`src/sv/ppg_pkg.sv`:
```
// ----------------------------------------------------------------------------
// Plasma pixel generator package
// Field widths, step constants, sine and palette tables, item types.
// ----------------------------------------------------------------------------
package ppg_pkg;

   localparam int ROW_WIDTH           = 5;
   localparam int COLUMN_WIDTH        = 5;
   localparam int SCREEN_COLUMN_WIDTH = 6;
   localparam int COLOR_WIDTH         = 8;
   localparam int PHASE_WIDTH         = 8;
   localparam int OFFSET_WIDTH        = 4;

   localparam int REQ_FIELD_BITS = ROW_WIDTH + COLUMN_WIDTH;
   localparam int REQ_DATA_WIDTH = ((REQ_FIELD_BITS + 7) / 8) * 8;
   localparam int RSP_FIELD_BITS = ROW_WIDTH + SCREEN_COLUMN_WIDTH + COLOR_WIDTH;
   localparam int RSP_DATA_WIDTH = ((RSP_FIELD_BITS + 7) / 8) * 8;

   localparam int MAX_SCREEN_COLUMN = (2 ** COLUMN_WIDTH - 1) + (2 ** OFFSET_WIDTH - 1);

   localparam logic [7:0] XA_FRAME_STEP = 8'hfe;
   localparam logic [7:0] YA_FRAME_STEP = 8'h05;
   localparam logic [7:0] XA_COL_STEP   = 8'h04;
   localparam logic [7:0] YA_ROW_STEP   = 8'h02;
   localparam logic [7:0] XB_COL_STEP   = 8'hfc;
   localparam logic [7:0] YB_ROW_STEP   = 8'hf9;
   localparam logic [7:0] XC_STEP       = 8'h03;
   localparam logic [7:0] YC_STEP       = 8'hfe;
   localparam logic [7:0] WOBBLE_STEP   = 8'hfb;

   localparam logic [7:0] X_DRIFT_STEP_RESET    = 8'd1;
   localparam logic [7:0] Y_DRIFT_STEP_RESET    = 8'd251;
   localparam logic [7:0] X_DRIFT_COUNTER_RESET = 8'd40;
   localparam logic [7:0] Y_DRIFT_COUNTER_RESET = 8'd24;

   localparam logic [7:0] SINE_ROM [256] = '{
      8'd128, 8'd131, 8'd134, 8'd137, 8'd140, 8'd143, 8'd146, 8'd149,
      8'd152, 8'd156, 8'd159, 8'd162, 8'd165, 8'd168, 8'd171, 8'd174,
      8'd176, 8'd179, 8'd182, 8'd185, 8'd188, 8'd191, 8'd193, 8'd196,
      8'd199, 8'd201, 8'd204, 8'd206, 8'd209, 8'd211, 8'd213, 8'd216,
      8'd218, 8'd220, 8'd222, 8'd224, 8'd226, 8'd228, 8'd230, 8'd232,
      8'd234, 8'd236, 8'd237, 8'd239, 8'd240, 8'd242, 8'd243, 8'd245,
      8'd246, 8'd247, 8'd248, 8'd249, 8'd250, 8'd251, 8'd252, 8'd252,
      8'd253, 8'd254, 8'd254, 8'd255, 8'd255, 8'd255, 8'd255, 8'd255,
      8'd255, 8'd255, 8'd255, 8'd255, 8'd255, 8'd255, 8'd254, 8'd254,
      8'd253, 8'd252, 8'd252, 8'd251, 8'd250, 8'd249, 8'd248, 8'd247,
      8'd246, 8'd245, 8'd243, 8'd242, 8'd240, 8'd239, 8'd237, 8'd236,
      8'd234, 8'd232, 8'd230, 8'd228, 8'd226, 8'd224, 8'd222, 8'd220,
      8'd218, 8'd216, 8'd213, 8'd211, 8'd209, 8'd206, 8'd204, 8'd201,
      8'd199, 8'd196, 8'd193, 8'd191, 8'd188, 8'd185, 8'd182, 8'd179,
      8'd176, 8'd174, 8'd171, 8'd168, 8'd165, 8'd162, 8'd159, 8'd156,
      8'd152, 8'd149, 8'd146, 8'd143, 8'd140, 8'd137, 8'd134, 8'd131,
      8'd128, 8'd124, 8'd121, 8'd118, 8'd115, 8'd112, 8'd109, 8'd106,
      8'd103, 8'd99,  8'd96,  8'd93,  8'd90,  8'd87,  8'd84,  8'd81,
      8'd79,  8'd76,  8'd73,  8'd70,  8'd67,  8'd64,  8'd62,  8'd59,
      8'd56,  8'd54,  8'd51,  8'd49,  8'd46,  8'd44,  8'd42,  8'd39,
      8'd37,  8'd35,  8'd33,  8'd31,  8'd29,  8'd27,  8'd25,  8'd23,
      8'd21,  8'd19,  8'd18,  8'd16,  8'd15,  8'd13,  8'd12,  8'd10,
      8'd9,   8'd8,   8'd7,   8'd6,   8'd5,   8'd4,   8'd3,   8'd3,
      8'd2,   8'd1,   8'd1,   8'd0,   8'd0,   8'd0,   8'd0,   8'd0,
      8'd0,   8'd0,   8'd0,   8'd0,   8'd0,   8'd0,   8'd1,   8'd1,
      8'd2,   8'd3,   8'd3,   8'd4,   8'd5,   8'd6,   8'd7,   8'd8,
      8'd9,   8'd10,  8'd12,  8'd13,  8'd15,  8'd16,  8'd18,  8'd19,
      8'd21,  8'd23,  8'd25,  8'd27,  8'd29,  8'd31,  8'd33,  8'd35,
      8'd37,  8'd39,  8'd42,  8'd44,  8'd46,  8'd49,  8'd51,  8'd54,
      8'd56,  8'd59,  8'd62,  8'd64,  8'd67,  8'd70,  8'd73,  8'd76,
      8'd78,  8'd81,  8'd84,  8'd87,  8'd90,  8'd93,  8'd96,  8'd99,
      8'd103, 8'd106, 8'd109, 8'd112, 8'd115, 8'd118, 8'd121, 8'd124
   };

   localparam logic [COLOR_WIDTH-1:0] PALETTE [16] = '{
      8'h00, 8'h22, 8'h55, 8'h33, 8'hBB, 8'hAA, 8'hDD, 8'hFF,
      8'hDD, 8'hAA, 8'hBB, 8'h99, 8'h11, 8'h88, 8'h00, 8'h00
   };

   typedef struct packed {
      logic [PHASE_WIDTH-1:0]  x_base_a;
      logic [PHASE_WIDTH-1:0]  x_base_b;
      logic [PHASE_WIDTH-1:0]  y_base_a;
      logic [PHASE_WIDTH-1:0]  y_base_b;
      logic [OFFSET_WIDTH-1:0] offset;
   } frame_params_type;

   typedef struct packed {
      frame_params_type        params;
      logic [ROW_WIDTH-1:0]    row;
      logic [COLUMN_WIDTH-1:0] column;
   } stage_item_type;

   typedef struct packed {
      logic [COLOR_WIDTH-1:0]         color;
      logic [SCREEN_COLUMN_WIDTH-1:0] screen_column;
      logic [ROW_WIDTH-1:0]           screen_row;
   } pixel_type;

endpackage

```
`src/sv/ppg_frame_ctrl.sv`:
```
// ----------------------------------------------------------------------------
// Plasma frame control
// Phase, drift and wobble counters; latches frame bases and offset on a
// frame-start item and supplies the parameters that apply to each item.
// ----------------------------------------------------------------------------
module ppg_frame_ctrl
   import ppg_pkg::*;
(
   input  logic             clock,
   input  logic             reset,
   input  logic             accept,
   input  logic             frame_start,
   output frame_params_type params
);

   logic [7:0] x_phase_a_ff, x_phase_b_ff, y_phase_a_ff, y_phase_b_ff;
   logic [7:0] x_drift_step_ff, y_drift_step_ff;
   logic [7:0] x_drift_counter_ff, y_drift_counter_ff;
   logic [7:0] wobble_counter_ff;
   logic [7:0] wobble_counter_in;
   frame_params_type params_ff;
   frame_params_type params_in;

   assign wobble_counter_in = wobble_counter_ff + WOBBLE_STEP;

   always_comb begin
      params_in.x_base_a = x_phase_a_ff;
      params_in.x_base_b = x_phase_b_ff;
      params_in.y_base_a = y_phase_a_ff;
      params_in.y_base_b = y_phase_b_ff;
      params_in.offset   = SINE_ROM[wobble_counter_in][7:4];
   end

   assign params = frame_start ? params_in : params_ff;

   always_ff @(posedge clock) begin
      if (reset) begin
         x_phase_a_ff       <= '0;
         x_phase_b_ff       <= '0;
         y_phase_a_ff       <= '0;
         y_phase_b_ff       <= '0;
         x_drift_step_ff    <= X_DRIFT_STEP_RESET;
         y_drift_step_ff    <= Y_DRIFT_STEP_RESET;
         x_drift_counter_ff <= X_DRIFT_COUNTER_RESET;
         y_drift_counter_ff <= Y_DRIFT_COUNTER_RESET;
         wobble_counter_ff  <= '0;
         params_ff          <= '0;
      end else if (accept && frame_start) begin
         x_phase_a_ff       <= x_phase_a_ff + XA_FRAME_STEP;
         x_phase_b_ff       <= x_phase_b_ff + x_drift_step_ff;
         y_phase_a_ff       <= y_phase_a_ff + YA_FRAME_STEP;
         y_phase_b_ff       <= y_phase_b_ff + y_drift_step_ff;
         x_drift_step_ff    <= {4'd0, SINE_ROM[x_drift_counter_ff][7:4]};
         y_drift_step_ff    <= {4'd0, SINE_ROM[y_drift_counter_ff][7:4]};
         x_drift_counter_ff <= x_drift_counter_ff + XC_STEP;
         y_drift_counter_ff <= y_drift_counter_ff + YC_STEP;
         wobble_counter_ff  <= wobble_counter_in;
         params_ff          <= params_in;
      end
   end

endmodule

```
`src/sv/ppg_shade.sv`:
```
// ----------------------------------------------------------------------------
// Plasma shading
// Sums the x and y wave terms from the sine table, picks the palette byte
// and shifts the column by the frame offset.
// ----------------------------------------------------------------------------
module ppg_shade
   import ppg_pkg::*;
(
   input  stage_item_type item,
   output pixel_type      pixel
);

   logic [7:0] column_ext, row_ext;
   logic [7:0] xa_idx, xb_idx, ya_idx, yb_idx;
   logic [7:0] xa_sine, xb_sine, ya_sine, yb_sine;
   logic [7:0] wave_sum;

   always_comb begin
      column_ext = {3'd0, item.column};
      row_ext    = {3'd0, item.row};
      xa_idx = item.params.x_base_a + 8'(XA_COL_STEP * column_ext);
      xb_idx = item.params.x_base_b + 8'(XB_COL_STEP * column_ext);
      ya_idx = item.params.y_base_a + 8'(YA_ROW_STEP * row_ext);
      yb_idx = item.params.y_base_b + 8'(YB_ROW_STEP * row_ext);
      xa_sine = SINE_ROM[xa_idx];
      xb_sine = SINE_ROM[xb_idx];
      ya_sine = SINE_ROM[ya_idx];
      yb_sine = SINE_ROM[yb_idx];
      wave_sum = xa_sine + {1'b0, xb_sine[7:1]} + ya_sine + {2'b0, yb_sine[7:2]};
      pixel.color         = PALETTE[wave_sum[7:4]];
      pixel.screen_column = {1'b0, item.column} + {2'b0, item.params.offset};
      pixel.screen_row    = item.row;
   end

endmodule

```
`src/sv/plasma_pixel_generator.sv`:
```
// ----------------------------------------------------------------------------
// Plasma pixel generator
// One pixel position in, one colored screen pixel out.
// ----------------------------------------------------------------------------
//  channel | dir | tdata (low bit up)                     | tuser
//  req_    | in  | row[4:0], column[9:5], zero pad         | frame_start
//  rsp_    | out | screen_row[4:0], screen_column[10:5],   | -
//          |     | color[18:11], zero pad                  |
//
//  One item per cycle unless rsp_ stalls.
//  Input register holds the item with its frame parameters; the sine and
//  palette lookups sit between it and the result register.
//  Synchronous reset restores the phase and drift counters; no clearing pass.
//  A stalled rsp_ side holds its item and fills the input register behind it.
// ----------------------------------------------------------------------------
module plasma_pixel_generator
   import ppg_pkg::*;
(
   input  logic                      clock,
   input  logic                      reset,
   input  logic                      req_tvalid,
   output logic                      req_tready,
   input  logic [REQ_DATA_WIDTH-1:0] req_tdata,   // row, column
   input  logic                      req_tuser,   // frame_start
   output logic                      rsp_tvalid,
   input  logic                      rsp_tready,
   output logic [RSP_DATA_WIDTH-1:0] rsp_tdata    // screen_row, screen_column, color
);

   logic             accept;
   logic             rsp_load;
   logic             stage_valid_ff, stage_valid_in;
   logic             rsp_valid_ff, rsp_valid_in;
   frame_params_type params;
   stage_item_type   stage_ff;
   pixel_type        pixel;
   pixel_type        rsp_ff;

   assign rsp_load   = !rsp_valid_ff || rsp_tready;
   assign req_tready = !stage_valid_ff || rsp_load;
   assign accept     = req_tvalid && req_tready;

   ppg_frame_ctrl u_frame_ctrl (
      .clock       (clock),
      .reset       (reset),
      .accept      (accept),
      .frame_start (req_tuser),
      .params      (params)
   );

   ppg_shade u_shade (
      .item  (stage_ff),
      .pixel (pixel)
   );

   always_comb begin
      stage_valid_in = accept ? 1'b1 : (rsp_load ? 1'b0 : stage_valid_ff);
      rsp_valid_in   = rsp_load ? stage_valid_ff : rsp_valid_ff;
   end

   always_ff @(posedge clock) begin
      if (reset) begin
         stage_valid_ff <= 1'b0;
         rsp_valid_ff   <= 1'b0;
      end else begin
         stage_valid_ff <= stage_valid_in;
         rsp_valid_ff   <= rsp_valid_in;
      end
   end

   always_ff @(posedge clock) begin
      if (accept) begin
         stage_ff.params <= params;
         stage_ff.row    <= req_tdata[ROW_WIDTH-1:0];
         stage_ff.column <= req_tdata[REQ_FIELD_BITS-1:ROW_WIDTH];
      end
      if (rsp_load && stage_valid_ff) begin
         rsp_ff <= pixel;
      end
   end

   assign rsp_tvalid = rsp_valid_ff;
   assign rsp_tdata  = {{(RSP_DATA_WIDTH - RSP_FIELD_BITS){1'b0}}, rsp_ff};

endmodule

```
`config.mk`:
```
export PLATFORM = sky130hd
export DESIGN_NAME = plasma_pixel_generator
export DESIGN_NICKNAME = d
export VERILOG_FILES = /design/src/sv/ppg_pkg.sv /design/src/sv/ppg_frame_ctrl.sv /design/src/sv/ppg_shade.sv /design/src/sv/plasma_pixel_generator.sv
export SDC_FILE = /design/constraint.sdc
export NUM_CORES = 1
export LEC_CHECK = 0
export BUFFER_PORTS_ARGS = -buffer_cell sky130_fd_sc_hd__buf_4
export CAP_MARGIN = 25
export CORE_ASPECT_RATIO = 0.6
export CORE_MARGIN = 1
export CORE_UTILIZATION = 45
export CTS_BUF_LIST = sky130_fd_sc_hd__clkbuf_2
export DETAILED_ROUTE_END_ITERATION = 16
export SYNTH_ARGS = -nofsm -noshare
export SYNTH_HDL_FRONTEND = slang
export SYNTH_SLANG_ARGS = --single-unit
```
`constraint.sdc`:
```
create_clock -name clock -period 9.1 [get_ports clock]
set_input_delay 1.82 -clock clock [delete_from_list [all_inputs] [get_ports clock]]
set_output_delay 1.82 -clock clock [all_outputs]
set_load 0.005 [all_outputs]
```
# ---- Word-level counts from Yosys, hierarchy flattened
# Memories as Yosys holds them, arrays and structs flattened. A register that Yosys moved wholly into a read port is not among the register bits.
# Index checks and enable logic that the tools add are counted.
dict set report totals {
  reg_bits 159
  mem_bits_ro 14464
  in_bits 21
  out_inout_bits 26
  wordCells 86
  mem_count 8
}
dict set report classes {
  n_addsub 15
  n_mul 2
  order_cmp 6
  mux 15
  n_bitwise 8
  n_reduce_logical 8
}
# memory words word_bits rd rd_ports_with_merged_regs wr line
set mem_list {}
lappend mem_list {{(no name shown)} 256 8 1 0 0 ppg_frame_ctrl.sv:31} ;# params_in.offset = SINE_ROM[wobble_counter_in][7:4];
lappend mem_list {{(no name shown)} 256 8 1 1 0 ppg_frame_ctrl.sv:53} ;# x_drift_step_ff <= {4'd0, SINE_ROM[x_drift_counter_ff][7:4]};
lappend mem_list {{(no name shown)} 256 8 1 1 0 ppg_frame_ctrl.sv:54} ;# y_drift_step_ff <= {4'd0, SINE_ROM[y_drift_counter_ff][7:4]};
lappend mem_list {{(no name shown)} 256 8 1 0 0 ppg_shade.sv:25} ;# xa_sine = SINE_ROM[xa_idx];
lappend mem_list {{(no name shown)} 256 8 1 0 0 ppg_shade.sv:28} ;# yb_sine = SINE_ROM[yb_idx];
lappend mem_list {{(no name shown)} 256 8 1 0 0 ppg_shade.sv:27} ;# ya_sine = SINE_ROM[ya_idx];
lappend mem_list {{2 more memories} -- -- -- -- -- --}
# cell n
set ops {}
lappend ops {{two-way mux 8 bit} 12}
lappend ops {{NOT 8 -> 9 bit} 7}
lappend ops {{>= comparator 9 bit (second input constant)} 6}
lappend ops {{two-way mux 36 bit} 1}
lappend ops {{adder 8 bit} 4}
lappend ops {{adder 8 bit (second input constant)} 3}
lappend ops {{adder 8 x 6 -> 8 bit} 2}
lappend ops {{adder 8 x 7 -> 8 bit} 2}
lappend ops {{adder 8 x 2 -> 8 bit (second input constant)} 1}
lappend ops {{adder 8 x 3 -> 8 bit (second input constant)} 1}
lappend ops {{adder 8 x 4 -> 8 bit} 1}
lappend ops {{multiplier 4 x 6 -> 8 bit (first input constant)} 1}
lappend ops {{adder 5 x 4 -> 6 bit} 1}
lappend ops {{multiplier 6 x 5 -> 6 bit (first input constant)} 1}
lappend ops {{NOT 4 -> 5 bit} 1}
lappend ops {{logical AND 1 bit} 3}
lappend ops {{zero test 1 bit} 2}
lappend ops {{logical OR 1 bit} 2}
lappend ops {{two-way mux 1 bit} 2}
lappend ops {{nonzero test 2 bit} 1}

# ---- Logic depth before layout (Yosys ltp)
dict set report depth {
  ltp_word 10
  mapped_depth 28
  ltp_nobuf 28
}

# ---- Cells and area by module
# Synthesis repeated with hierarchy kept, for this count alone.
dict set report hier_totals {
  hier_cells 2123
  area_unflattened_um2 16435.8
}
# mod instances cells_per_inst area_each_um2 seq_area_each_um2
set modules_own_cells {}
lappend modules_own_cells {ppg_shade 1 1273 8221.6 0.0}
lappend modules_own_cells {ppg_frame_ctrl 1 769 6117.1 1961.9}
lappend modules_own_cells {plasma_pixel_generator 1 81 2097.0 1991.9}

# ---- Least setup slack after synthesis
# No wires, ideal clock.
dict set report synth_path {
  path_kind {register to register}
  from {reg stage_ff[2] (netlist bit)}
  to {reg rsp_tdata[17] (netlist name)}
  setup_ns 0.261
  t_arrival_ns 6.805
  required_time_ns 8.839
  path_slack_ns 2.033
  stages_incl_launch_ff 27
  path_buffers 1
  period_less_slack_ns 7.067
  path_cell_list {edfxtp_1 > fa_1 > inv_1 > fa_1 > fa_1 > inv_1 > ha_1 > xor2_1 > ha_1 > a21oi_1 > xnor2_1 > buf_2 > xor2_1 > o211ai_1 > o21ai_0 > fa_1 > inv_1 > fa_1 > inv_1 > ha_1 > nor3b_1 > nand3_1 > o21a_4 > a211o_2 > xnor2_4 > nand2b_1 > o21ai_1}
}
dict set report synth_between {
  elab_chain_cells 10
  elab_cells_between_ends 15
  classes_between {5 x add/sub; 1 x mul; 4 x mux; 3 x bitwise; 2 x memory}
}
# element line
set synth_lines {}
lappend synth_lines {{start: declaration} plasma_pixel_generator.sv:35} ;# stage_item_type stage_ff;
lappend synth_lines {{multiplier 6 x 5 -> 6 bit} ppg_shade.sv:22} ;# xb_idx = item.params.x_base_b + 8'(XB_COL_STEP * column_ext);
lappend synth_lines {{adder 8 bit} ppg_shade.sv:22}
lappend synth_lines {{NOT 8 -> 9 bit (not written as such)} ppg_shade.sv:26} ;# xb_sine = SINE_ROM[xb_idx];
lappend synth_lines {{memory read (256 x 8 bit)} --}
lappend synth_lines {{two-way mux 8 bit (not written as such) (2 in a row)} ppg_shade.sv:26}
lappend synth_lines {{adder 8 x 7 -> 8 bit (*)} ppg_shade.sv:29} ;# wave_sum = xa_sine + {1'b0, xb_sine[7:1]} + ya_sine + {2'b0, yb_sine[7:2]};
lappend synth_lines {{adder 8 bit (*)} ppg_shade.sv:29}
lappend synth_lines {{adder 8 x 6 -> 8 bit (*)} ppg_shade.sv:29}
lappend synth_lines {{NOT 4 -> 5 bit (not written as such) (*)} ppg_shade.sv:30} ;# pixel.color = PALETTE[wave_sum[7:4]];
# Mark *: on every way between the ends. The rest lies on a longest branch, timed or not. The select of a mux whose other input is x is not followed.
# A chain may end at the register's enable or synchronous reset.

# ---- Worst setup path after layout
dict set report layout_path {
  from {reg stage_ff[2] (netlist bit)}
  to {reg rsp_tdata[16] (netlist name)}
}
dict set report layout_between {
  elab_chain_cells 10
  elab_cells_between_ends 15
  classes_between {5 x add/sub; 1 x mul; 4 x mux; 3 x bitwise; 2 x memory}
}
# element line
set layout_lines {}
lappend layout_lines {{multiplier 6 x 5 -> 6 bit} ppg_shade.sv:22}
lappend layout_lines {{adder 8 bit} ppg_shade.sv:22}
lappend layout_lines {{NOT 8 -> 9 bit (not written as such)} ppg_shade.sv:26}
lappend layout_lines {{memory read (256 x 8 bit)} --}
lappend layout_lines {{two-way mux 8 bit (not written as such) (2 in a row)} ppg_shade.sv:26}
lappend layout_lines {{adder 8 x 7 -> 8 bit (*)} ppg_shade.sv:29}
lappend layout_lines {{adder 8 bit (*)} ppg_shade.sv:29}
lappend layout_lines {{adder 8 x 6 -> 8 bit (*)} ppg_shade.sv:29}
lappend layout_lines {{NOT 4 -> 5 bit (not written as such) (*)} ppg_shade.sv:30}
# Marked as above.

==> reports/qor.txt <==
Initial antenna violation count = 0
Largest stage delay on the critical path = 660 ps
Core area = 33,700 µm²
Clk pin slew, worst setup/hold paths = 240 ps
TritonCTS sink count = 160
Layout cells sized above 1 = 9.33%
Inst Count DP = 2,366
FF+latch count, synth = 160
Area growth syn-to-layout = 5.92%
Slowest CP cell = xnor2_1
Area share of the largest cell type after synthesis = 13.0%
Crit path launch type = flop
Distinct cells, synth = 82
Final hold viol count = 0
Fmax = 130 MHz
Crit path buf inv count = 4
Synth area leader = dfxtp_1
Crit end category = flop
# resized after CTS = 0
Finished Cell Area = 16,300 µm²
Comb power frac = 77.8%
Post-synth EDFFs = 60
Routed Antenna Nets = 0
GR Overflow Total = 0
Post-CTS setup buffers = 0
Cts bufs inserted = 17
Largest net degree at the start of global routing = 101
P_int = 3380 µW
Detailed placement HPWL = 26.6 mm
1st-iter DRT viols = 1,194
Sw Ratio = 49.2%
Vias in the first global route = 12,600
CP Launch Point = stage_ff[2]$_DFFE_PP_
R2r endpoint = rsp_tdata[16]$_DFFE_PP_
Hold buffer count at cts = 0
Placed Area = 16,000 µm²
Nets = 2,103
PnR Total Power = 6650 µW
Clock Path Buffers = 2
RSZ-0062 raised after global routing = false
H-tree levels = 4
Async S/R FF share, synth = 0%
Filler cell count = 3,300
Ranking of synthesized cells by area = dfxtp_1 13%, edfxtp_1 12%, ha_1 10%
Status = completed
Main flop type after synthesis = dfxtp_1
Pins Over Slew Limit = 0
Max cap viols = 0
Least-Margin Pin Slew = 974 ps
Reg2Reg Depth = 25
GPL Wtd Cong = 0.916
VDD IR max = 0.727 mV
Ys Warns = 0
Reg power frac = 14.8%
Io pins = 47
Sequential area share after synthesis = 24.7%
Worst Path Class, Setup = flop to flop
Pleak = 0.00636 µW
DRC Markers = 0
Critical path's top delay family = adder cells
Critical path endpoint = rsp_tdata[16]$_DFFE_PP_
DIE AREA = 35,000 µm²
Period utilization = 84.6%
Drt wl/cell = 16.2 µm
Vias = 14,100
Gr usage total = 22.4%
Number of buffers added on ports = 35
Minimum clock period = 7700 ps
First-pass GRT wire length = 64.7 mm
Mapped Cells = 1,988
Setup_tns = 0 ps
Mapped cell area = 15,400 µm²
Clk_skew = 41.9 ps
Worst hold path type = flop to flop
Slew HR = 34.6%
Clk_lat worst skew = 800 ps
Endpoints failing setup = 0
Die Wd = 241 µm
Clk pwr share = 7.4%
Switching pwr = 3270 µW
Initial Utilization = 45.7%
CP dominant cell by count = fa_1
Worst r2r src = stage_ff[2]$_DFFE_PP_
Finished Layout Cells = 2,399
R2R setup slack = 1400 ps
# diodes = 0
Post-Syn Area per Cell = 7.74 µm²
Vias per cell = 5.88
CP Max Fanout = 13
TritonCTS clock tree = yes
Rows = 52
Required @ worst endpoint = 9740 ps
Crit path depth = 25
Die Ht = 145 µm
Clk root buf = clkbuf_2
Routed wire length = 38.9 mm
DRT Pass-1 Iters = 5
P per Cell Area = 408 nW/µm²
WP data arrival = 8330 ps
## logic make-up after synthesis
logic type | share of synthesized area, %
DFF | 24.7
AOI/OAI and AO/OA | 26.6
buffers and inverters | 6.63
other | 0.0244
muxes | 4.58
xor gates and xnor gates | 6.71
and+or+nand+nor | 16.7
adders and majority gates | 14.0
## power groups by stage
stage                     Combinational [µW]  Sequential (µW)  Clock (µW)
final                                   5170              987         493
after global routing                    5890              996         536
after CTS                               5190              988         513
after detailed placement                5170             1000           0
after global placement                  4960             1000           0
after floorplan                         4200              988           0
## cell usage after synthesis (11+ instances only)
cell and n:
fa_1 27, o211ai_1 35, dfxtp_1 100, clkbuf_1 123
a221oi_1 13, buf_4 12, o31ai_1 11, mux2_2 34
nor2b_1 17, a21oi_1 216, edfxtp_1 60, mux2i_1 12
nand3_1 40, ha_1 128, xnor2_1 67, a31oi_1 30
xor2_1 34, o221ai_1 13, a21o_1 18, nor3_1 43
nand2b_1 18, a211oi_1 50, o311ai_0 12, o22ai_1 17
o21ai_0 141, inv_1 98, buf_1 16, nand2_1 241
a311oi_1 25, nor2_1 195
## tightest hold or removal path, delay by kind of cell (launching register included)
| family | cells | cell delay [ps] |
|---|---|---|
| flip-flops | 1 | 360 |
| AND/OR/NAND/NOR | 1 | 50 |
| AO/OA/AOI/OAI | 1 | 50 |
## area by class of cell
type                       instances  area (µm²)  share of cell area [%]
clock buffer                      17        85.1                   0.522
clock inverter                    15         233                    1.43
sequential                       160        3800                    23.3
timing repair buffer              70         546                    3.35
multi-input combinational       1573       10700                    65.4
inverter                         105         394                    2.42
tap                              459         574                    3.52
## how the worst min path moves through the flow
| stage | depth (start not counted) | to | startpoint |
|---|---|---|---|
| final | 2 | u_frame_ctrl.params_ff[11]$_SDFFE_PP0P_ | u_frame_ctrl.params_ff[11]$_SDFFE_PP0P_ |
| after detailed placement | 2 | u_frame_ctrl.params_ff[22]$_SDFFE_PP0P_ | u_frame_ctrl.params_ff[22]$_SDFFE_PP0P_ |
| after global placement | 2 | u_frame_ctrl.params_ff[20]$_SDFFE_PP0P_ | u_frame_ctrl.params_ff[20]$_SDFFE_PP0P_ |
| after global routing | 2 | u_frame_ctrl.params_ff[15]$_SDFFE_PP0P_ | u_frame_ctrl.params_ff[15]$_SDFFE_PP0P_ |
| after CTS | 2 | u_frame_ctrl.params_ff[33]$_SDFFE_PP0P_ | u_frame_ctrl.params_ff[33]$_SDFFE_PP0P_ |
| after floorplan | 2 | u_frame_ctrl.params_ff[0]$_SDFFE_PP0P_ | u_frame_ctrl.params_ff[0]$_SDFFE_PP0P_ |
## per-layer routing
metal  wire (µm)  global-route usage, %  vias up  share of wire, %
met3        2610                   4.24       39               6.7
li1            -                      -     7005                 -
met2       16100                   31.7      471                41
met4         362                   4.11        0              0.93
met5           0                      0        -                 0
met1       19800                   34.8     6599                51
## stage by stage
step	hold slack (ps)	util (%)	setup slack (ps)
after floorplan	434	-	2030
after global placement	440	47.4	1540
after detailed placement	446	47.4	1400
after CTS	471	48.3	1360
after global routing	486	48.4	882
final	467	48.4	1400
## sequential cells by signal (all words and copies together), names as in the netlist
signal	cells
u_frame_ctrl.y_drift_counter_ff	7
u_frame_ctrl.y_phase_a_ff	8
stage_ff	45
u_frame_ctrl.x_phase_b_ff	8
rsp_tvalid	1
u_frame_ctrl.params_ff	35
u_frame_ctrl.y_drift_step_ff	5
u_frame_ctrl.y_phase_b_ff	8
u_frame_ctrl.x_phase_a_ff	7
stage_valid_ff	1
u_frame_ctrl.x_drift_step_ff	4
rsp_tdata	15
u_frame_ctrl.x_drift_counter_ff	8
u_frame_ctrl.wobble_counter_ff	8
## cells in the final DEF, fill, tap and decap left out, drive strengths merged, types with 17 or more instances in the layout
master,instances
dfxtp,100
nand2,241
a311oi,25
a211oi,52
nor2b,17
o21ai,146
a21o,18
fa,27
clkbuf,17
nand2b,18
nor3,43
edfxtp,60
a31oi,30
buf,70
o22ai,17
xnor2,73
inv,102
xor2,35
o211ai,35
nor2,196
mux2,34
a21oi,218
ha,128
nand3,40
(Power assumes the default switching activity.)
